**src/rtl/cdq_pkg.sv**
```systemverilog
// Package for the circular deque: operation and status codes, the command and
// response structs, and the sequencer state type. It has no dependencies.
`timescale 1ns / 1ps

package cdq_pkg;

    // Operation codes carried in the command field op.
    localparam logic [2:0] OP_PUSH_FRONT = 3'd0;
    localparam logic [2:0] OP_PUSH_REAR  = 3'd1;
    localparam logic [2:0] OP_POP_FRONT  = 3'd2;
    localparam logic [2:0] OP_POP_REAR   = 3'd3;
    localparam logic [2:0] OP_PEEK_FRONT = 3'd4;
    localparam logic [2:0] OP_PEEK_REAR  = 3'd5;

    // Response status codes.
    localparam logic [1:0] STAT_OK        = 2'd0;
    localparam logic [1:0] STAT_OVERFLOW  = 2'd1;
    localparam logic [1:0] STAT_UNDERFLOW = 2'd2;

    // Data returned by a peek on an empty deque.
    localparam logic signed [31:0] DATA_EMPTY_PEEK = -32'sd1;

    typedef struct packed {
        logic [2:0]         op;
        logic signed [31:0] value;
    } t_cdq_cmd;

    typedef struct packed {
        logic signed [31:0] data;
        logic [1:0]         status;
        logic               is_full;
        logic               is_empty;
    } t_cdq_rsp;

    typedef enum logic {
        S_IDLE,
        S_READ
    } t_cdq_state;

endpackage

```
**src/rtl/cdq_ram.sv**
```systemverilog
// Generic single-port-write, single-port-read RAM with a registered read.
// Stand-alone; used by the deque core for its entry storage.
`timescale 1ns / 1ps

module cdq_ram #(
    parameter int WIDTH = 32,
    parameter int DEPTH = 16
) (
    input  logic                     i_clk,
    input  logic                     i_wr_en,
    input  logic [$clog2(DEPTH)-1:0] i_wr_addr,
    input  logic [WIDTH-1:0]         i_wr_data,
    input  logic                     i_rd_en,
    input  logic [$clog2(DEPTH)-1:0] i_rd_addr,
    output logic [WIDTH-1:0]         o_rd_data
);

    logic [WIDTH-1:0] r_mem [DEPTH];
    logic [WIDTH-1:0] r_rd_data;

    always_ff @(posedge i_clk) begin
        if (i_wr_en) begin
            r_mem[i_wr_addr] <= i_wr_data;
        end
        if (i_rd_en) begin
            r_rd_data <= r_mem[i_rd_addr];
        end
    end

    assign o_rd_data = r_rd_data;

endmodule

```
**src/rtl/circular_deque_core.sv**
```systemverilog
// Top level of the circular deque: index and occupancy registers, the
// operation sequencer and the response register. Depends on cdq_pkg and cdq_ram.
`timescale 1ns / 1ps

//  Channel   Direction  Handshake                    Payload
//  command   in         i_cmd_valid / o_cmd_stall    i_cmd (t_cdq_cmd)
//  response  out        o_rsp_valid / i_rsp_stall    o_rsp (t_cdq_rsp)
//
// For pushes, pops, failed peeks and unused codes the response is
// registered at the edge that accepts the command.
// A peek of a held entry waits in S_READ for the registered read of the
// storage RAM; no command is accepted while in S_READ.
// Reset (synchronous, active low) empties the deque and drops any response;
// the storage itself is not cleared, so no clearing pass is needed.
// A stalled response holds; a new command is taken in the same cycle as the
// waiting response leaves.

module circular_deque_core
    import cdq_pkg::*;
#(
    parameter int DEPTH = 16
) (
    input  logic     i_clk,
    input  logic     i_rst_n,
    input  logic     i_cmd_valid,
    output logic     o_cmd_stall,
    input  t_cdq_cmd i_cmd,
    output logic     o_rsp_valid,
    input  logic     i_rsp_stall,
    output t_cdq_rsp o_rsp
);

    // Index width covers DEPTH entries; the occupancy must also hold DEPTH.
    localparam int IW = $clog2(DEPTH);
    localparam int OW = $clog2(DEPTH + 1);
    localparam logic [IW-1:0] IDX_LAST = IW'(DEPTH - 1);
    localparam logic [OW-1:0] OCC_FULL = OW'(DEPTH);

    t_cdq_state    r_state, n_state;
    logic [IW-1:0] r_head, n_head;
    logic [IW-1:0] r_tail, n_tail;
    logic [OW-1:0] r_occ, n_occ;
    logic          r_rsp_valid, n_rsp_valid;
    t_cdq_rsp      r_rsp, n_rsp;

    logic          rsp_free;
    logic          cmd_fire;
    logic          rsp_load;
    logic          is_full;
    logic          is_empty;
    logic [IW-1:0] head_dec;
    logic [IW-1:0] head_inc;
    logic [IW-1:0] tail_dec;
    logic [IW-1:0] tail_inc;

    logic          ram_wr_en;
    logic [IW-1:0] ram_wr_addr;
    logic          ram_rd_en;
    logic [IW-1:0] ram_rd_addr;
    logic [31:0]   ram_rd_data;

    // The response slot is free when empty or when its contents leave now.
    // Only the idle state takes commands, so a peek's RAM read never meets
    // a write to the same entry in the same cycle.
    assign rsp_free    = !r_rsp_valid || !i_rsp_stall;
    assign o_cmd_stall = !((r_state == S_IDLE) && rsp_free);
    assign cmd_fire    = i_cmd_valid && !o_cmd_stall;

    assign is_full  = (r_occ == OCC_FULL);
    assign is_empty = (r_occ == '0);

    // Wrap-around index steps.
    assign head_dec = (r_head == '0)       ? IDX_LAST : r_head - 1'b1;
    assign head_inc = (r_head == IDX_LAST) ? '0       : r_head + 1'b1;
    assign tail_dec = (r_tail == '0)       ? IDX_LAST : r_tail - 1'b1;
    assign tail_inc = (r_tail == IDX_LAST) ? '0       : r_tail + 1'b1;

    cdq_ram #(
        .WIDTH (32),
        .DEPTH (DEPTH)
    ) u_cdq_ram (
        .i_clk     (i_clk),
        .i_wr_en   (ram_wr_en),
        .i_wr_addr (ram_wr_addr),
        .i_wr_data (i_cmd.value),
        .i_rd_en   (ram_rd_en),
        .i_rd_addr (ram_rd_addr),
        .o_rd_data (ram_rd_data)
    );

    always_comb begin
        n_state     = r_state;
        n_head      = r_head;
        n_tail      = r_tail;
        n_occ       = r_occ;
        rsp_load    = 1'b0;
        ram_wr_en   = 1'b0;
        ram_wr_addr = '0;
        ram_rd_en   = 1'b0;
        ram_rd_addr = (i_cmd.op == OP_PEEK_FRONT) ? r_head : r_tail;
        n_rsp       = r_rsp;

        case (r_state)
            S_IDLE: begin
                if (cmd_fire) begin
                    n_rsp.data   = '0;
                    n_rsp.status = STAT_OK;
                    rsp_load     = 1'b1;
                    case (i_cmd.op) inside
                        OP_PUSH_FRONT, OP_PUSH_REAR: begin
                            if (is_full) begin
                                n_rsp.status = STAT_OVERFLOW;
                            end else begin
                                ram_wr_en = 1'b1;
                                n_occ     = r_occ + 1'b1;
                                // A push into an empty deque restarts at entry zero.
                                if (is_empty) begin
                                    n_head      = '0;
                                    n_tail      = '0;
                                    ram_wr_addr = '0;
                                end else if (i_cmd.op == OP_PUSH_FRONT) begin
                                    n_head      = head_dec;
                                    ram_wr_addr = head_dec;
                                end else begin
                                    n_tail      = tail_inc;
                                    ram_wr_addr = tail_inc;
                                end
                            end
                        end
                        OP_POP_FRONT, OP_POP_REAR: begin
                            if (is_empty) begin
                                n_rsp.status = STAT_UNDERFLOW;
                            end else begin
                                n_occ = r_occ - 1'b1;
                                // Popping the last entry leaves the indices alone.
                                if (r_occ != OW'(1)) begin
                                    if (i_cmd.op == OP_POP_FRONT) begin
                                        n_head = head_inc;
                                    end else begin
                                        n_tail = tail_dec;
                                    end
                                end
                            end
                        end
                        OP_PEEK_FRONT, OP_PEEK_REAR: begin
                            if (is_empty) begin
                                n_rsp.status = STAT_UNDERFLOW;
                                n_rsp.data   = DATA_EMPTY_PEEK;
                            end else begin
                                // Wait in S_READ for the registered RAM read data.
                                ram_rd_en = 1'b1;
                                rsp_load  = 1'b0;
                                n_state   = S_READ;
                            end
                        end
                        default: begin
                        end
                    endcase
                end
            end
            S_READ: begin
                n_rsp.data   = ram_rd_data;
                n_rsp.status = STAT_OK;
                rsp_load     = 1'b1;
                n_state      = S_IDLE;
            end
            default: begin
                n_state = S_IDLE;
            end
        endcase

        // Flags describe the occupancy after the operation.
        n_rsp.is_full  = (n_occ == OCC_FULL);
        n_rsp.is_empty = (n_occ == '0);

        if (rsp_load) begin
            n_rsp_valid = 1'b1;
        end else if (!i_rsp_stall) begin
            n_rsp_valid = 1'b0;
        end else begin
            n_rsp_valid = r_rsp_valid;
        end
    end

    always_ff @(posedge i_clk) begin
        if (!i_rst_n) begin
            r_state     <= S_IDLE;
            r_head      <= '0;
            r_tail      <= '0;
            r_occ       <= '0;
            r_rsp_valid <= 1'b0;
        end else begin
            r_state     <= n_state;
            r_head      <= n_head;
            r_tail      <= n_tail;
            r_occ       <= n_occ;
            r_rsp_valid <= n_rsp_valid;
        end
    end

    always_ff @(posedge i_clk) begin
        if (rsp_load) begin
            r_rsp <= n_rsp;
        end
    end

    assign o_rsp_valid = r_rsp_valid;
    assign o_rsp       = r_rsp;

endmodule

```
**config.mk**
```make
export PLATFORM = sky130hd
export DESIGN_NAME = circular_deque_core
export DESIGN_NICKNAME = d
export VERILOG_FILES = /design/src/rtl/cdq_pkg.sv /design/src/rtl/cdq_ram.sv /design/src/rtl/circular_deque_core.sv
export SDC_FILE = /design/constraint.sdc
export NUM_CORES = 1
export LEC_CHECK = 0
export ABC_AREA = 1
export BUFFER_PORTS_ARGS = -buffer_cell sky130_fd_sc_hd__buf_2
export CAP_MARGIN = 0
export CORE_ASPECT_RATIO = 0.9
export CORE_MARGIN = 4
export CORE_UTILIZATION = 30
export DETAILED_ROUTE_END_ITERATION = 8
export HOLD_SLACK_MARGIN = 0.06
export PLACE_DENSITY = 0.41
export SYNTH_ARGS = -nofsm -noshare
export SYNTH_HDL_FRONTEND = slang
export SYNTH_SLANG_ARGS = --single-unit
```
**constraint.sdc**
```tcl
create_clock -name i_clk -period 4.6 [get_ports i_clk]
set_input_delay 1.15 -clock i_clk [delete_from_list [all_inputs] [get_ports i_clk]]
set_output_delay 1.15 -clock i_clk [all_outputs]
set_load 0.05 [all_outputs]
```
=== After elaboration in Yosys (flattened, before gate mapping) ===
Memories as Yosys holds them, arrays and structs flattened. A register that Yosys moved wholly into a read port is not among the register bits.
Cells that the tools add are included.
Widths: inputs -> output; s select.

* Bits in registers: 51
* Bits in writable memories: 512
* Input port bits: 39
* Word-level logic and storage cells: 119
* Memories: 1

* $add $sub $neg: 6
* Equality and inequality tests: 17
* Muxes and demuxes: 65
* Bitwise gates (word level): 1
* Reductions and logical operators: 20

{| class="wikitable"
|+ Memories
! memory !! depth !! width !! read ports !! clocked after Yosys merged registers in !! wr ports !! line !! text
|-
| u_cdq_ram.r_mem || 16 || 32 || 1 || 1 || 1 || cdq_ram.sv:18 || <nowiki>logic [WIDTH-1:0] r_mem [DEPTH];</nowiki>
|}

{| class="wikitable"
|+ Operators by type and width
! kind !! number
|-
| $mux 4 || 27
|-
| $mux 32 || 3
|-
| $mux 34 || 2
|-
| $pmux 34 s2 || 1
|-
| $mux 5 || 6
|-
| $mux 1 || 20
|-
| $reduce_and 8->1 || 2
|-
| $eq 5x5->1 const B || 2
|-
| $logic_not 5->1 || 2
|-
| $add 4x1->4 const B || 2
|-
| $eq 4x4->1 const B || 2
|-
| $logic_not 4->1 || 2
|-
| $mux 2 || 4
|-
| $sub 4x1->4 const B || 2
|-
| $eq 3x2->1 const B || 2
|-
| $eq 3x3->1 const B || 2
|-
| $ne 2x1->1 const B || 3
|-
| $ne 3x3->1 const B || 2
|-
| $reduce_bool 2->1 || 3
|-
| $reduce_or 2->1 || 3
|-
| $add 5x1->5 const B || 1
|-
| $ne 5x1->1 const B || 1
|-
| $sub 5x1->5 const B || 1
|-
| $ne 2x2->1 const B || 2
|-
| 8 further kinds || 12
|}

=== Depth between registers and ports, before layout ===
Gate-level depths: netlist of the first run.

* Depth after elaboration: 8
* Gate-level depth with buffers: 11
* Mapped depth without buffers: 11

=== Modules after synthesis ===
From an unflattened synthesis of the first run, not the netlist that was laid out.

* Cell total of the unflattened synthesis: 2470
* Area total of the unflattened synthesis: 25867.3 µm²

{| class="wikitable"
|+ By module, submodules not included
! module !! times used !! cells an instance !! area each (µm²) !! sequential area each (µm²)
|-
| cdq_ram || 1 || 2120 || 23050.9 || 16335.7
|-
| circular_deque_core || 1 || 350 || 2816.5 || 1381.3
|}

=== Worst setup path after synthesis of the first run ===
OpenSTA, ideal clock, no wires.

* Path kind: input to register
* Start: in i_cmd[34] (netlist name)
* End: reg u_cdq_ram.r_rd_data[0], in the netlist u_cdq_ram.o_rd_data[0], read port of u_cdq_ram.r_mem, enable pin
* Data arrival time: 3.860 ns
* Data required time: 4.139 ns
* Path slack: 0.279 ns
* Stages on the path: 5
* Buffers on the path: 1
* Cell sequence: buf_2 -> inv_2 -> nor2_1 -> inv_1 -> nor3_1

* Cells in the longest elaborated chain, start to end: 7
* Elaborated cells on any way between the ends: 15

{| class="wikitable"
|+ Ends and longest elaborated chain
! what !! line !! text
|-
| start, declared || circular_deque_core.sv:27 || <nowiki>input t_cdq_cmd i_cmd,</nowiki>
|-
| $eq 3x3->1, on equally long branches || n/a ||
|-
| $reduce_or 2->1 || circular_deque_core.sv:109 || <nowiki>case (i_cmd.op) inside</nowiki>
|-
| $mux 1 (3 in a row) || circular_deque_core.sv:109 ||
|-
| $mux 1 || circular_deque_core.sv:105 || <nowiki>if (cmd_fire) begin</nowiki>
|-
| $mux 1 || circular_deque_core.sv:103 || <nowiki>case (r_state)</nowiki>
|-
| end, declared || cdq_ram.sv:19 || <nowiki>logic [WIDTH-1:0] r_rd_data;</nowiki>
|}

Parallel ways exist; a longest one is shown, timed or not.
A chain may end at the register's enable or synchronous reset.

=== Final worst setup path of the first run ===
* Start: in i_cmd[34] (netlist name)
* End: mem u_cdq_ram.r_mem[11][22], enable pin

* Cells in the longest elaborated chain, start to end: 7
* Elaborated cells on any way between the ends: 14

{| class="wikitable"
|+ Ends and longest elaborated chain
! what !! line
|-
| $eq 3x1->1 (no source line) or $logic_not 3->1 (tied branches) || n/a
|-
| $reduce_or 2->1 or $mux 4 (tied branches) || circular_deque_core.sv:109, circular_deque_core.sv:121
|-
| $mux 1 or $mux 4 (tied branches) || circular_deque_core.sv:109, circular_deque_core.sv:117
|-
| $mux 1 or $mux 4 (tied branches) || circular_deque_core.sv:105, circular_deque_core.sv:111
|-
| $mux 1 or $mux 4 (tied branches) || circular_deque_core.sv:103, circular_deque_core.sv:109
|-
| $mux 1 or $mux 4 (tied branches) || cdq_ram.sv:22, circular_deque_core.sv:105
|-
| $mux 1 (not written as such) or $mux 4 (tied branches) || cdq_ram.sv:23, circular_deque_core.sv:103
|-
| end, declared || cdq_ram.sv:18
|}

Parallel ways exist; a longest one is shown, timed or not.

==> results of run 1 <==
## metrics by stage
step / total power [W] / hold slack [ns]
2_1_floorplan: 0.00701 / 0.486
3_3_place_gp: 0.00750 / 0.503
3_5_place_dp: 0.00751 / 0.502
4_1_cts: 0.0129 / 0.515
5_1_grt: 0.0132 / 0.556
6_report: 0.0127 / 0.516
## final cells by class
cell class | count | area (um2) | share of cell area [%]
clock buffer | 87 | 1910 | 6.32
timing repair buffer | 127 | 976 | 3.23
tap | 1144 | 1430 | 4.74
multi-input combinational | 1278 | 5860 | 19.4
inverter | 545 | 2050 | 6.77
clock inverter | 39 | 263 | 0.870
sequential | 595 | 17700 | 58.7
## power breakdown
part / switching (W) / total (W) / internal, W
combinational: 0.000961 / 0.00127 / 0.000312
sequential: 0.0000347 / 0.00610 / 0.00606
clock: 0.00220 / 0.00530 / 0.00311
total: 0.00319 / 0.0127 / 0.00948
## cells in the mapped netlist
cell                       number
sky130_fd_sc_hd__a21oi_1       12
sky130_fd_sc_hd__a31oi_1        1
sky130_fd_sc_hd__and2_1         1
sky130_fd_sc_hd__buf_1          5
sky130_fd_sc_hd__buf_2         83
sky130_fd_sc_hd__buf_4          7
sky130_fd_sc_hd__clkbuf_1      22
sky130_fd_sc_hd__clkinv_1       1
sky130_fd_sc_hd__dfxtp_1       15
sky130_fd_sc_hd__edfxtp_1     580
sky130_fd_sc_hd__ha_1           9
sky130_fd_sc_hd__inv_1        540
sky130_fd_sc_hd__inv_2          4
sky130_fd_sc_hd__nand2_1      650
sky130_fd_sc_hd__nand2_2        3
sky130_fd_sc_hd__nand2_4        1
sky130_fd_sc_hd__nand3_1      506
sky130_fd_sc_hd__nand3_2        2
sky130_fd_sc_hd__nand4_1        4
sky130_fd_sc_hd__nor2_1        47
sky130_fd_sc_hd__nor2_2         1
sky130_fd_sc_hd__nor2_4         2
sky130_fd_sc_hd__nor3_1         3
sky130_fd_sc_hd__nor4_1         1
sky130_fd_sc_hd__o211ai_1       2
sky130_fd_sc_hd__o21ai_0       20
sky130_fd_sc_hd__o21ai_1        3
sky130_fd_sc_hd__o21ai_2        2
sky130_fd_sc_hd__o22ai_1        1
sky130_fd_sc_hd__xnor2_1        1
sky130_fd_sc_hd__xor2_1         6
## how the worst min path moves through the flow
stage	depth (start not counted)	slack (ns)	to
after CTS	2	0.52	o_rsp[21]
after floorplan	2	0.49	r_head[1]
after detailed placement	2	0.50	o_rsp[21]
final	2	0.52	o_rsp[21]
after global placement	2	0.50	o_rsp[34]
after global routing	2	0.56	o_rsp[8]
## critical path, cell delays in order
cell                      delay (ns)
sky130_fd_sc_hd__buf_2          0.16
sky130_fd_sc_hd__inv_2          0.10
sky130_fd_sc_hd__nand2_1        0.26
sky130_fd_sc_hd__inv_2          0.22
sky130_fd_sc_hd__nand2_1        0.14
sky130_fd_sc_hd__nor2_4         0.21
sky130_fd_sc_hd__o21ai_2        0.12
sky130_fd_sc_hd__inv_1          0.10
sky130_fd_sc_hd__nand3_1        0.30
sky130_fd_sc_hd__nor2_4         0.19
sky130_fd_sc_hd__buf_4          0.49
## metal layers
| metal | up-vias | wire [um] | global-route usage (%) |
|---|---|---|---|
| met5 | - | 0 | 0 |
| met4 | 0 | 1400 | 3.66 |
| met3 | 102 | 3140 | 2.70 |
| met2 | 374 | 33600 | 25.6 |
| met1 | 8509 | 35000 | 22.4 |
| li1 | 8356 | - | - |
## registers in the layout, indices dropped and copies added (netlist names)
register / cells
r_head: 4
u_cdq_ram.r_mem: 512
r_tail: 4
r_occ: 5
r_state: 1
u_cdq_ram.o_rd_data: 32
o_rsp: 36
o_rsp_valid: 1
## kinds of logic (layout without fill, tap and decap cells)
family,count (synthesis),in the layout,synth area share [%]
DFF,595,595,68.1
and+or+nand+nor,1221,1221,20.3
xor gates and xnor gates,7,7,0.236
buffers and inverters,662,798,10.1
AOI/OAI and AO/OA,41,41,0.847
adders and majority gates,9,9,0.433
==> report_table.html, run 1 <==
<table>
<tr><th>Metric</th><th>Value</th></tr>
<tr><th colspan="2">Status</th></tr>
<tr><td>Run status</td><td>finished clean</td></tr>
<tr><th colspan="2">Final layout</th></tr>
<tr><td>Fraction of final layout cells sized beyond drive strength 1</td><td>9.55%</td></tr>
<tr><td>Number of antenna repair diodes</td><td>0</td></tr>
<tr><td>Final standard cell count with taps included and fillers excluded</td><td>around 3800</td></tr>
<tr><td>Post-route core utilization</td><td>around a third</td></tr>
<tr><td>Area growth from synthesis to final layout</td><td>16.2%</td></tr>
<tr><td>Fin nets</td><td>2665</td></tr>
<tr><td>Most frequent standard cell in the layout excluding fill and tap cells</td><td>sky130_fd_sc_hd__nand2_1</td></tr>
<tr><td>Area of all placed cells without fillers</td><td>30200 um2</td></tr>
<tr><td>Number of filler cells placed in the layout</td><td>8573</td></tr>
<tr><td>Commonest cells after routing, fill and taps aside</td><td>sky130_fd_sc_hd__nand2_1 (648), sky130_fd_sc_hd__edfxtp_1 (580), sky130_fd_sc_hd__inv_1 (539)</td></tr>
<tr><th colspan="2">Clocking</th></tr>
<tr><td>Cts bufs inserted</td><td>70</td></tr>
<tr><td>Post-CTS resize count</td><td>0</td></tr>
<tr><td>Clock-pin slew on the worst setup and hold paths</td><td>0.05 ns</td></tr>
<tr><td>Number of hold buffers added after cts</td><td>0</td></tr>
<tr><td>Root buffer cell</td><td>sky130_fd_sc_hd__clkbuf_16</td></tr>
<tr><td>Clock tree from TritonCTS</td><td>built</td></tr>
<tr><td>Clock Latency Late Sink</td><td>between 0.6 and 0.7 ns</td></tr>
<tr><td>Sinks on Clock Net</td><td>slightly below 600</td></tr>
<tr><td>Post-CTS Setup Inserts</td><td>0</td></tr>
<tr><td>Clock tree buffer depth</td><td>3</td></tr>
<tr><td># H-tree levels</td><td>3</td></tr>
<tr><th colspan="2">STA</th></tr>
<tr><td>Worst Skew</td><td>0.0196 ns</td></tr>
<tr><td>Post-Route Setup TNS</td><td>0 ns</td></tr>
<tr><td>Post-route minimum period</td><td>3.24 ns</td></tr>
<tr><td>Measured slew at the worst slew-check pin</td><td>~0.85 ns</td></tr>
<tr><td>Setup WS post-layout</td><td>between 1 and 1.5 ns</td></tr>
<tr><td>Fmax</td><td>around 310 MHz</td></tr>
<tr><td>Final max-slew violation count</td><td>0</td></tr>
<tr><td>Final Hold Fails</td><td>0</td></tr>
<tr><td>Final number of setup-violating endpoints</td><td>0</td></tr>
<tr><td>Max-slew headroom at the worst pin</td><td>42.9%</td></tr>
<tr><td>Final worst path period share</td><td>70.4%</td></tr>
<tr><td>RSZ-0062 raised after global routing</td><td>no</td></tr>
<tr><th colspan="2">Floorplan</th></tr>
<tr><td>Die outline area</td><td>91500 um2</td></tr>
<tr><td>Io pins</td><td>slightly below 80</td></tr>
<tr><td>Die height</td><td>between 200 and 300 um</td></tr>
<tr><td>Placement row count</td><td>102</td></tr>
<tr><td>Width of the die</td><td>318 um</td></tr>
<tr><td>Starting density of the core</td><td>between 30 and 40%</td></tr>
<tr><td>CORE AREA</td><td>between 80000 and 90000 um2</td></tr>
<tr><th colspan="2">Route</th></tr>
<tr><td>Detailed-routing iteration count for the pre-antenna-repair pass</td><td>6</td></tr>
<tr><td>DRC Markers</td><td>0</td></tr>
<tr><td>Number of nets still failing antenna checks after routing</td><td>0</td></tr>
<tr><td>Iteration-0 DRC count of the detailed router</td><td>1133</td></tr>
<tr><td>Drt wl/cell</td><td>19.2 um</td></tr>
<tr><td>Routed wire length</td><td>73.2 mm</td></tr>
<tr><td>Detailed-route vias per instance</td><td>4.55</td></tr>
<tr><td>Vias</td><td>17300</td></tr>
<tr><th colspan="2">Setup path</th></tr>
<tr><td>Data arrival time of the worst path</td><td>3.48 ns</td></tr>
<tr><td>Setup slack of the worst register-to-register path</td><td>roughly 1.5 ns</td></tr>
<tr><td>Maximum net fanout on the critical path</td><td>32</td></tr>
<tr><td>Worst Setup End Kind</td><td>flop</td></tr>
<tr><td>Path depth of the worst reg2reg path</td><td>8</td></tr>
<tr><td>First element of the critical path</td><td>i_cmd[34]</td></tr>
<tr><td>Crit path to</td><td>u_cdq_ram.r_mem[11][22]</td></tr>
<tr><td>Path type of the worst setup path</td><td>input pin to flop</td></tr>
<tr><td>Kind of start point of the critical path</td><td>input pin</td></tr>
<tr><td>Source of the worst register-to-register timing path</td><td>r_occ[0]</td></tr>
<tr><td>End of the worst register-to-register path</td><td>u_cdq_ram.r_mem[5][28]</td></tr>
<tr><td>Critical Path RT</td><td>4.84 ns</td></tr>
<tr><th colspan="2">Synthesis</th></tr>
<tr><td>Post-synthesis sequential area ratio</td><td>68.1%</td></tr>
<tr><td>Top area cells in the synthesized netlist</td><td>sky130_fd_sc_hd__edfxtp_1 (67%), sky130_fd_sc_hd__nand3_1 (9.7%), sky130_fd_sc_hd__nand2_1 (9.4%)</td></tr>
<tr><td>Library cell with the largest summed area after synthesis</td><td>sky130_fd_sc_hd__edfxtp_1</td></tr>
<tr><td>Synth Area per Inst</td><td>10.3 um2</td></tr>
<tr><td>Seq cells post-synth</td><td>595</td></tr>
<tr><td>Unique cell type count in the Yosys netlist</td><td>31</td></tr>
<tr><td>Post-synthesis net count</td><td>between 2000 and 3000</td></tr>
<tr><td>Number of instances in the synthesized netlist</td><td>2535</td></tr>
<tr><td>YS warnings</td><td>0</td></tr>
<tr><td>Post-Syn Area</td><td>approximately 26000 um2</td></tr>
<tr><td>Fraction of synthesized cell area taken by the top area cell type</td><td>67.0%</td></tr>
<tr><th colspan="2">GRT</th></tr>
<tr><td>Largest net degree at the start of global routing</td><td>97</td></tr>
<tr><td>Global-route usage over all layers</td><td>15.8%</td></tr>
<tr><td>Number of antenna violations at the first check in global routing</td><td>0</td></tr>
<tr><td>Aggregate global routing overflow</td><td>0</td></tr>
<tr><td>Wire length of the first global-routing pass</td><td>109 mm</td></tr>
<tr><td>Via count of the first global-routing pass</td><td>16800</td></tr>
<tr><th colspan="2">Pwr</th></tr>
<tr><td>Maximum vdd ir drop</td><td>between 0.0002 and 0.00025 V</td></tr>
<tr><td>Total power density per cell area</td><td>420 nW/um2</td></tr>
<tr><td>Static Leakage</td><td>12.7 nW</td></tr>
<tr><th colspan="2">Placed design</th></tr>
<tr><td>Instance area after placement</td><td>about 28000 um2</td></tr>
<tr><td>Placed cell count</td><td>3689</td></tr>
<tr><td>Half-perimeter wire length of the detailed placement result</td><td>42.6 mm</td></tr>
<tr><td>Worst slack after detailed placement</td><td>~0.72 ns</td></tr>
<tr><td>Placer's final routability congestion estimate</td><td>0.795</td></tr>
<tr><td>Port Buffer Count</td><td>76</td></tr>
<tr><th colspan="2">Min path</th></tr>
<tr><td>Worst hold path class</td><td>flop to flop</td></tr>
<tr><td>Hold Startpoint</td><td>u_cdq_ram.o_rd_data[17]</td></tr>
<tr><th colspan="2">Flow run</th></tr>
<tr><td>Maxcap violations</td><td>0</td></tr>
</table>
No activity file was read; power rests on OpenSTA's default activity.
==> inputs of run 2 (changes only) <==
ABC_AREA = 0   (was 1)
PLACE_DENSITY = 0.43   (was 0.41)
clock period = 2.7 ns   (was 4.6 ns; I/O delays follow)
==> run 2 against run 1 <==
Against the previous run:
- clock power up 59%
- clock-buffer cell count fell by 9
- synthesized cell count shrank 33%
- highest routed layer unchanged
- sequential power rose by 70%
- hold slack got worse by 0.16 ns
==> report_table.html, run 2 <==
<table>
<tr><th>Metric</th><th>Value</th></tr>
<tr><th colspan="2">Final layout</th></tr>
<tr><td>Most frequent standard cell in the layout excluding fill and tap cells</td><td>sky130_fd_sc_hd__edfxtp_1</td></tr>
<tr><td>Final standard cell count with taps included and fillers excluded</td><td>2951 (-23%)</td></tr>
<tr><td>Flip-flop count of the largest register after layout</td><td>512 (unchanged)</td></tr>
<tr><td>Fraction of final layout cells sized beyond drive strength 1</td><td>19.5% (+10 points)</td></tr>
<tr><td>Fin nets</td><td>1913 (-28%)</td></tr>
<tr><td>Commonest cells after routing, fill and taps aside</td><td>sky130_fd_sc_hd__edfxtp_1 (580), sky130_fd_sc_hd__nand2_1 (306), sky130_fd_sc_hd__a21oi_1 (274)</td></tr>
<tr><td>Most flop-heavy register</td><td>u_cdq_ram.r_mem</td></tr>
<tr><td>Number of filler cells placed in the layout</td><td>7479 (-13%)</td></tr>
<tr><td>Area of all placed cells without fillers</td><td>29000 um2 (-3.9%)</td></tr>
<tr><td>Area growth from synthesis to final layout</td><td>23.0%</td></tr>
<tr><th colspan="2">Setup path</th></tr>
<tr><td>Sequence of cells on the critical path</td><td>inv_1 -&gt; ha_1 -&gt; or4b_1 -&gt; o211ai_1 -&gt; nor2b_2 -&gt; nand2_1 -&gt; nor2_4 -&gt; buf_12</td></tr>
<tr><td>Number of buffer and inverter instances along the worst setup path</td><td>2 (-3)</td></tr>
<tr><td>Maximum net fanout on the critical path</td><td>13 (-59%)</td></tr>
<tr><td>Data arrival time of the worst path</td><td>2.85 ns (-0.63 ns)</td></tr>
<tr><td>Kind of start point of the critical path</td><td>flop</td></tr>
<tr><td>Category of cells accounting for the largest share of critical-path delay</td><td>simple AND/OR/NAND/NOR gates</td></tr>
<tr><td>Critical Path RT</td><td>2.99 ns (-1.85 ns)</td></tr>
<tr><td>Largest incremental delay on the critical path</td><td>0.51 ns (+0.02 ns)</td></tr>
<tr><td>Path type of the worst setup path</td><td>flop to flop</td></tr>
<tr><td>Worst Setup End Kind</td><td>flop</td></tr>
<tr><td>Cell at the slowest stage of the critical path</td><td>sky130_fd_sc_hd__or4b_1</td></tr>
<tr><th colspan="2">Floorplan</th></tr>
<tr><td>Placement row count</td><td>97 (-4.9%)</td></tr>
<tr><td>Die height</td><td>274 um (-4.6%)</td></tr>
<tr><td>Io pins</td><td>77 (unchanged)</td></tr>
<tr><td>Starting density of the core</td><td>30.3% (+0.036 points)</td></tr>
<tr><td>CORE AREA</td><td>77900 um2 (-9.4%)</td></tr>
<tr><td>Die outline area</td><td>83200 um2 (-9.1%)</td></tr>
<tr><td>Width of the die</td><td>304 um (-4.6%)</td></tr>
<tr><th colspan="2">Synthesis</th></tr>
<tr><td>Number of enable flip-flop cells after synthesis</td><td>580 (unchanged)</td></tr>
<tr><td>List of most frequent post-synthesis cells</td><td>sky130_fd_sc_hd__edfxtp_1 (580), sky130_fd_sc_hd__nand2_1 (307), sky130_fd_sc_hd__a21oi_1 (274)</td></tr>
<tr><td>Post-synthesis net count</td><td>1735 (-33%)</td></tr>
<tr><td>Seq cells post-synth</td><td>595 (unchanged)</td></tr>
<tr><td>Unique cell type count in the Yosys netlist</td><td>57 (+84%)</td></tr>
<tr><td>YS warnings</td><td>0 (unchanged)</td></tr>
<tr><td>Post-synthesis sequential area ratio</td><td>75.1% (+7.0 points)</td></tr>
<tr><td>Ys flop type</td><td>sky130_fd_sc_hd__edfxtp_1</td></tr>
<tr><td>Fraction of registers with async set or reset after synthesis</td><td>0% (unchanged)</td></tr>
<tr><td>Most instantiated library cell after synthesis</td><td>sky130_fd_sc_hd__edfxtp_1</td></tr>
<tr><td>Number of instances in the synthesized netlist</td><td>1687 (-33%)</td></tr>
<tr><td>Library cell with the largest summed area after synthesis</td><td>sky130_fd_sc_hd__edfxtp_1</td></tr>
<tr><td>Synth Area per Inst</td><td>14.0 um2 (+36%)</td></tr>
<tr><td>Fraction of synthesized cell area taken by the top area cell type</td><td>73.8% (+6.9 points)</td></tr>
<tr><td>Post-Syn Area</td><td>23600 um2 (-9.3%)</td></tr>
<tr><td>Top area cells in the synthesized netlist</td><td>sky130_fd_sc_hd__edfxtp_1 (74%), sky130_fd_sc_hd__a22oi_1 (6.1%), sky130_fd_sc_hd__a21oi_1 (5.8%)</td></tr>
<tr><th colspan="2">STA</th></tr>
<tr><td>Post-route minimum period</td><td>2.56 ns</td></tr>
<tr><td>Final worst path period share</td><td>94.9%</td></tr>
<tr><td>Setup WS post-layout</td><td>0.138 ns (-1.23 ns)</td></tr>
<tr><td>Max-slew headroom at the worst pin</td><td>57.0% (+14 points)</td></tr>
<tr><td>RSZ-0062 raised after global routing</td><td>no</td></tr>
<tr><td>Final number of setup-violating endpoints</td><td>0 (unchanged)</td></tr>
<tr><td>Fmax</td><td>390 MHz</td></tr>
<tr><td>Measured slew at the worst slew-check pin</td><td>0.644 ns (-0.210 ns)</td></tr>
<tr><td>Final Hold Fails</td><td>0 (unchanged)</td></tr>
<tr><td>Worst Skew</td><td>0.0158 ns (-0.00380 ns)</td></tr>
<tr><td>Hold slack</td><td>0.351 ns (-0.165 ns)</td></tr>
<tr><td>Final max-slew violation count</td><td>0 (unchanged)</td></tr>
<tr><th colspan="2">GRT</th></tr>
<tr><td>Largest net degree at the start of global routing</td><td>47 (-52%)</td></tr>
<tr><td>Routing usage on met1</td><td>22.4% (+0.025 points)</td></tr>
<tr><td>Met2 usage</td><td>25.2% (-0.43 points)</td></tr>
<tr><td>Met3 capacity usage during global routing</td><td>2.85% (+0.15 points)</td></tr>
<tr><td>Via count of the first global-routing pass</td><td>14800 (-12%)</td></tr>
<tr><td>Global-route usage over all layers</td><td>15.8% (-0.026 points)</td></tr>
<tr><td>Wire length of the first global-routing pass</td><td>98.2 mm (-10%)</td></tr>
<tr><td>Most crowded layer after global routing</td><td>met2</td></tr>
<tr><td>Number of antenna violations at the first check in global routing</td><td>1 (+1)</td></tr>
<tr><td>Aggregate global routing overflow</td><td>0 (unchanged)</td></tr>
<tr><th colspan="2">Clocking</th></tr>
<tr><td>Cts bufs inserted</td><td>66 (-5.7%)</td></tr>
<tr><td>Post-CTS Setup Inserts</td><td>0 (unchanged)</td></tr>
<tr><td>Post-CTS resize count</td><td>0 (unchanged)</td></tr>
<tr><td>Number of hold buffers added after cts</td><td>0 (unchanged)</td></tr>
<tr><td>Root buffer cell</td><td>sky130_fd_sc_hd__clkbuf_16</td></tr>
<tr><td>Clock tree buffer depth</td><td>3 (unchanged)</td></tr>
<tr><td># H-tree levels</td><td>3 (unchanged)</td></tr>
<tr><td>Sinks on Clock Net</td><td>595 (unchanged)</td></tr>
<tr><td>Clock-pin slew on the worst setup and hold paths</td><td>0.06 ns (about the same)</td></tr>
<tr><td>Clock tree from TritonCTS</td><td>built</td></tr>
<tr><td>Clock Latency Late Sink</td><td>0.59 ns (-0.02 ns)</td></tr>
<tr><th colspan="2">Pwr</th></tr>
<tr><td>Total power density per cell area</td><td>717 nW/um2 (+71%)</td></tr>
<tr><td>Sum of internal, switching and leakage power</td><td>0.0208 W (+64%)</td></tr>
<tr><td>Maximum vdd ir drop</td><td>0.000380 V (+70%)</td></tr>
<tr><td>Static Leakage</td><td>9.82 nW (-23%)</td></tr>
<tr><th colspan="2">Placed design</th></tr>
<tr><td>Placer's final routability congestion estimate</td><td>0.763 (-4.0%)</td></tr>
<tr><td>Instance area after placement</td><td>27000 um2 (-3.7%)</td></tr>
<tr><td>Half-perimeter wire length of the detailed placement result</td><td>40.3 mm (-5.5%)</td></tr>
<tr><td>Placed cell count</td><td>2836 (-23%)</td></tr>
<tr><td>Worst slack after detailed placement</td><td>-0.101 ns (-0.823 ns)</td></tr>
<tr><td>Port Buffer Count</td><td>76 (unchanged)</td></tr>
<tr><th colspan="2">Status</th></tr>
<tr><td>Run status</td><td>finished clean</td></tr>
<tr><th colspan="2">Route</th></tr>
<tr><td>Drt wl/cell</td><td>22.4 um (+17%)</td></tr>
<tr><td>Iteration-0 DRC count of the detailed router</td><td>1085 (-4.2%)</td></tr>
<tr><td>Detailed-route vias per instance</td><td>4.93 (+8.6%)</td></tr>
<tr><td>Number of nets still failing antenna checks after routing</td><td>0 (unchanged)</td></tr>
<tr><td>Vias</td><td>14600 (-16%)</td></tr>
<tr><td>Routed wire length</td><td>66.0 mm (-9.8%)</td></tr>
<tr><td>Detailed-routing iteration count for the pre-antenna-repair pass</td><td>5 (-1)</td></tr>
<tr><td>DRC Markers</td><td>0 (unchanged)</td></tr>
<tr><th colspan="2">Min path</th></tr>
<tr><td>Worst hold path class</td><td>input pin to flop</td></tr>
<tr><th colspan="2">Flow run</th></tr>
<tr><td>Maxcap violations</td><td>0 (unchanged)</td></tr>
</table>
## run 2: cell count changes after synthesis, sizes merged, moves of 5 or more
cell	previous run	this run
a21o	0	36
inv	544	11
a21oi	12	276
o21ai	25	10
nor2	50	40
clkbuf	22	51
a211oi	0	7
buf	95	67
mux2i	0	6
nand2	654	308
a22oi	0	193
nor3	3	10
xor2	6	1
nand3	508	11
## run 2: area by class of cell
cell class                      instances  area, um2  share of cell area, %
Sequential cell                       595      17700                   61.1
Antenna cell                            1       2.50                0.00862
Inverter                               11       41.3                  0.142
Multi-Input combinational cell        963       5530                   19.1
Clock buffer                           78       1780                   6.14
Timing Repair Buffer                  228       2410                   8.30
Tap cell                             1039       1300                   4.48
Clock inverter                         36        230                  0.793
## run 2: kinds of logic after synthesis
logic type      Yosys count  synth area share (%)
compound gates          543                  14.4
buf+inv                 129                  2.48
xor+xnor                  6                 0.223
flops                   595                  75.1
fa+ha+maj                 9                 0.477
mux                       6                 0.255
simple gates            399                  7.02
## run 2: per-stage QoR
| stage | TNS (ns) | utilization (%) |
|---|---|---|
| final | 0 | 37.2 |
| after CTS | 0 | 37.2 |
| after global routing | 0 | 37.2 |
| after global placement | -3.74 | 34.6 |
| after floorplan | -11.68 | - |
| after detailed placement | -1.28 | 34.6 |
## run 2: worst paths after layout
check	from	to	slack, ns	depth (start not counted)
worst max-delay path	r_occ[0]	u_cdq_ram.r_mem[4][0]	0.14	8
worst min-delay path	i_cmd_valid	o_rsp_valid	0.35	3
worst max register to register	r_occ[0]	u_cdq_ram.r_mem[4][0]	0.14	8
worst min register to register	r_head[1]	r_head[1]	0.50	2
## run 2: report_power, final
| part | total [W] | internal, W | switching [W] |
|---|---|---|---|
| Clock | 0.00845 | 0.00489 | 0.00356 |
| Sequential | 0.0104 | 0.0103 | 0.0000401 |
| Combinational | 0.00201 | 0.000679 | 0.00133 |
## run 2: worst min-delay path, cell delays in order
cell,delay (ns)
sky130_fd_sc_hd__buf_2,0.10
sky130_fd_sc_hd__a21oi_1,0.06
sky130_fd_sc_hd__nor2_1,0.07
## run 2: per-layer routing
layer / wire, um / vias to the layer above
met5: 0 / -
met4: 1260 / 0
met1: 30600 / 7333
met2: 30800 / 341
li1: - / 6793
met3: 3370 / 94
==> inputs of run 3 (changes only) <==
BUFFER_PORTS_ARGS = not set   (was -buffer_cell sky130_fd_sc_hd__buf_2)
DONT_BUFFER_PORTS = 1   (was not set)
PLACE_DENSITY = 0.41   (was 0.43)
clock period = 3.1 ns   (was 2.7 ns; I/O delays follow)
==> run 3 against run 2 <==
Against the previous run:
- die area stayed put
- critical endpoint is now u_cdq_ram.r_mem[0][15]
- clock power fell by 7.8%
- critical path depth is 1 higher
- first-iteration DRC count shrank 3.7%
- register-to-register slack improved by 0.15 ns
- largest cell class unchanged
- sequential share of layout area rose by 2.0 points
- clock skew rose by 0.012 ns
- design area decreased by 3.1%
- sequential cell count stayed put
==> report_table.html, run 3 (synthesis gave the netlist of run 2 again) <==
<table>
<tr><th>Metric</th><th>Value</th></tr>
<tr><th colspan="2">Status</th></tr>
<tr><td>Run status</td><td>finished clean</td></tr>
<tr><th colspan="2">Final layout</th></tr>
<tr><td>Area growth from synthesis to final layout</td><td>19.2%</td></tr>
<tr><td>Commonest cells after routing, fill and taps aside</td><td>sky130_fd_sc_hd__edfxtp_1 (580), sky130_fd_sc_hd__nand2_1 (307), sky130_fd_sc_hd__a21oi_1 (274)</td></tr>
<tr><td>Most frequent standard cell in the layout excluding fill and tap cells</td><td>sky130_fd_sc_hd__edfxtp_1</td></tr>
<tr><td>Number of antenna repair diodes</td><td>0 (-1)</td></tr>
<tr><td>Most flop-heavy register</td><td>u_cdq_ram.r_mem</td></tr>
<tr><td>Fraction of final layout cells sized beyond drive strength 1</td><td>13.2% (-6.3 points)</td></tr>
<tr><td>Flip-flop count of the largest register after layout</td><td>512 (unchanged)</td></tr>
<tr><td>Fin nets</td><td>1787 (-6.6%)</td></tr>
<tr><td>Post-route core utilization</td><td>36.1% (-1.2 points)</td></tr>
<tr><th colspan="2">Setup path</th></tr>
<tr><td>Worst Setup End Kind</td><td>flop</td></tr>
<tr><td>Setup slack of the worst register-to-register path</td><td>0.29 ns (+0.15 ns)</td></tr>
<tr><td>Cell at the slowest stage of the critical path</td><td>sky130_fd_sc_hd__dfxtp_1</td></tr>
<tr><td>Category of cells accounting for the largest share of critical-path delay</td><td>compound AO/OA/AOI/OAI gates</td></tr>
<tr><td>Kind of start point of the critical path</td><td>flop</td></tr>
<tr><td>Path type of the worst setup path</td><td>flop to flop</td></tr>
<tr><td>Maximum net fanout on the critical path</td><td>16 (+3)</td></tr>
<tr><td>Sequence of cells on the critical path</td><td>ha_1 -&gt; a21oi_1 -&gt; o21ai_0 -&gt; a21boi_2 -&gt; o21bai_1 -&gt; buf_4 -&gt; or2b_1 -&gt; nor2_4 -&gt; buf_12</td></tr>
<tr><td>Data arrival time of the worst path</td><td>3.09 ns (+0.24 ns)</td></tr>
<tr><td>Critical Path RT</td><td>3.38 ns (+0.39 ns)</td></tr>
<tr><td>Source of the worst register-to-register timing path</td><td>r_tail[1]</td></tr>
<tr><td>Path depth of the worst reg2reg path</td><td>9 (+1)</td></tr>
<tr><td>End of the worst register-to-register path</td><td>u_cdq_ram.r_mem[0][15]</td></tr>
<tr><td>Largest incremental delay on the critical path</td><td>0.52 ns (about the same)</td></tr>
<tr><td>Number of buffer and inverter instances along the worst setup path</td><td>2 (unchanged)</td></tr>
<tr><th colspan="2">GRT</th></tr>
<tr><td>Number of antenna violations at the first check in global routing</td><td>0 (-1)</td></tr>
<tr><td>Wire length of the first global-routing pass</td><td>98.3 mm (about the same)</td></tr>
<tr><td>Global-route usage over all layers</td><td>15.9% (+0.12 points)</td></tr>
<tr><td>Aggregate global routing overflow</td><td>0 (unchanged)</td></tr>
<tr><td>Via count of the first global-routing pass</td><td>14300 (-3.4%)</td></tr>
<tr><td>Largest net degree at the start of global routing</td><td>56 (+19%)</td></tr>
<tr><th colspan="2">STA</th></tr>
<tr><td>Hold slack</td><td>0.273 ns (-0.0788 ns)</td></tr>
<tr><td>Final number of setup-violating endpoints</td><td>0 (unchanged)</td></tr>
<tr><td>Max-slew headroom at the worst pin</td><td>54.2% (-2.8 points)</td></tr>
<tr><td>Final worst path period share</td><td>90.7% (-4.1 points)</td></tr>
<tr><td>Post-route minimum period</td><td>2.81 ns (+0.251 ns)</td></tr>
<tr><td>Measured slew at the worst slew-check pin</td><td>0.687 ns (+0.0422 ns)</td></tr>
<tr><td>Fmax</td><td>355 MHz (-8.9%)</td></tr>
<tr><td>RSZ-0062 raised after global routing</td><td>no</td></tr>
<tr><td>Final max-slew violation count</td><td>0 (unchanged)</td></tr>
<tr><td>Final Hold Fails</td><td>0 (unchanged)</td></tr>
<tr><td>Worst Skew</td><td>0.0278 ns (+0.0120 ns)</td></tr>
<tr><th colspan="2">Placed design</th></tr>
<tr><td>Placer's final routability congestion estimate</td><td>0.761 (-0.24%)</td></tr>
<tr><td>Port Buffer Count</td><td>0 (-100%)</td></tr>
<tr><td>Half-perimeter wire length of the detailed placement result</td><td>39.2 mm (-2.7%)</td></tr>
<tr><th colspan="2">Pwr</th></tr>
<tr><td>Total power density per cell area</td><td>652 nW/um2 (-9.1%)</td></tr>
<tr><td>Static Leakage</td><td>9.23 nW (-6.0%)</td></tr>
<tr><td>Maximum vdd ir drop</td><td>0.000346 V (-8.9%)</td></tr>
<tr><th colspan="2">Clocking</th></tr>
<tr><td>Number of hold buffers added after cts</td><td>0 (unchanged)</td></tr>
<tr><td>Post-CTS Setup Inserts</td><td>0 (unchanged)</td></tr>
<tr><td>Clock tree from TritonCTS</td><td>built</td></tr>
<tr><td>Sinks on Clock Net</td><td>595 (unchanged)</td></tr>
<tr><td>Clock Latency Late Sink</td><td>0.60 ns (about the same)</td></tr>
<tr><td>Clock-pin slew on the worst setup and hold paths</td><td>0.06 ns (about the same)</td></tr>
<tr><td>Root buffer cell</td><td>sky130_fd_sc_hd__clkbuf_16</td></tr>
<tr><td>Cts bufs inserted</td><td>67 (+1.5%)</td></tr>
<tr><td># H-tree levels</td><td>3 (unchanged)</td></tr>
<tr><td>Post-CTS resize count</td><td>0 (unchanged)</td></tr>
<tr><td>Clock tree buffer depth</td><td>3 (unchanged)</td></tr>
<tr><th colspan="2">Route</th></tr>
<tr><td>Routed wire length</td><td>66.5 mm (+0.72%)</td></tr>
<tr><td>Drt wl/cell</td><td>23.5 um (+5.2%)</td></tr>
<tr><td>Detailed-routing iteration count for the pre-antenna-repair pass</td><td>5 (unchanged)</td></tr>
<tr><td>Iteration-0 DRC count of the detailed router</td><td>1045 (-3.7%)</td></tr>
<tr><td>Vias</td><td>14300 (-1.8%)</td></tr>
<tr><td>Number of nets still failing antenna checks after routing</td><td>0 (unchanged)</td></tr>
<tr><td>DRC Markers</td><td>0 (unchanged)</td></tr>
<tr><td>Detailed-route vias per instance</td><td>5.06 (+2.6%)</td></tr>
<tr><th colspan="2">Min path</th></tr>
<tr><td>Worst hold path class</td><td>input pin to flop</td></tr>
<tr><td>Hold Startpoint</td><td>i_cmd[31]</td></tr>
<tr><td>Endpoint of the worst hold-timing path</td><td>u_cdq_ram.r_mem[12][31]</td></tr>
<tr><td>Hold path depth</td><td>0 (-3)</td></tr>
<tr><th colspan="2">Flow run</th></tr>
<tr><td>Maxcap violations</td><td>0 (unchanged)</td></tr>
<tr><th colspan="2">Floorplan</th></tr>
<tr><td>Die outline area</td><td>83200 um2 (unchanged)</td></tr>
<tr><td>Placement row count</td><td>97 (unchanged)</td></tr>
<tr><td>CORE AREA</td><td>77900 um2 (unchanged)</td></tr>
<tr><td>Starting density of the core</td><td>30.3% (unchanged)</td></tr>
<tr><td>Die height</td><td>274 um (unchanged)</td></tr>
<tr><td>Io pins</td><td>77 (unchanged)</td></tr>
<tr><td>Width of the die</td><td>304 um (unchanged)</td></tr>
</table>
## run 3: changes by cell type in the layout (fill, tap and decap cells not counted), moves of 4 or more
| cell | change |
|---|---|
| sky130_fd_sc_hd__buf_12 | -17 |
| sky130_fd_sc_hd__buf_2 | -76 |
| sky130_fd_sc_hd__buf_4 | -34 |
| sky130_fd_sc_hd__bufinv_16 | +5 |
| sky130_fd_sc_hd__clkbuf_1 | +4 |
| sky130_fd_sc_hd__clkinv_2 | -7 |
## run 3: metrics by stage
stage          cell area, um2  instances  power [W]  setup WS, ns  TNS, ns
2_1_floorplan           23600       1687     0.0102        -0.659  -166.15
3_3_place_gp            26000       2709     0.0107         0.250        0
3_5_place_dp            26000       2709     0.0107         0.252        0
4_1_cts                 28100       2825     0.0186         0.249        0
5_1_grt                 28100       2825     0.0191        0.0885        0
6_report                28100       2825     0.0183         0.287        0
## run 3: power by group
group	internal, W	switching [W]	total, W
combinational	0.000462	0.000836	0.00130
sequential	0.00900	0.000247	0.00924
clock	0.00465	0.00314	0.00779
total	0.0141	0.00422	0.0183
## run 3: final cells by class
| type | count | area [um2] |
|---|---|---|
| tap | 1039 | 1300 |
| sequential | 595 | 17700 |
| multi-input combinational | 963 | 5480 |
| inverter | 11 | 41.3 |
| clock buffer | 81 | 1770 |
| timing repair buffer | 101 | 1430 |
| fill | 7489 | 49800 |
| clock inverter | 35 | 368 |
## run 3: how the worst max path moves through the flow
stage	from	endpoint	slack, ns	depth (start not counted)
floorplan	i_cmd[34]	u_cdq_ram.r_mem[8][0]	-0.66	7
global placement	i_rsp_stall	u_cdq_ram.r_mem[12][22]	0.25	7
detailed placement	i_rsp_stall	u_cdq_ram.r_mem[12][24]	0.25	7
CTS	r_tail[1]	u_cdq_ram.r_mem[2][15]	0.25	9
global route	r_tail[1]	u_cdq_ram.r_mem[2][13]	0.09	9
finish	r_tail[1]	u_cdq_ram.r_mem[0][15]	0.29	9
## run 3: metal layers
layer	vias up	track usage, %	routed length, um
met2	311	25.5	30900
met1	7365	22.5	31300
met3	81	2.81	2880
li1	6538	-	-
met5	-	0	0
met4	0	4.00	1370
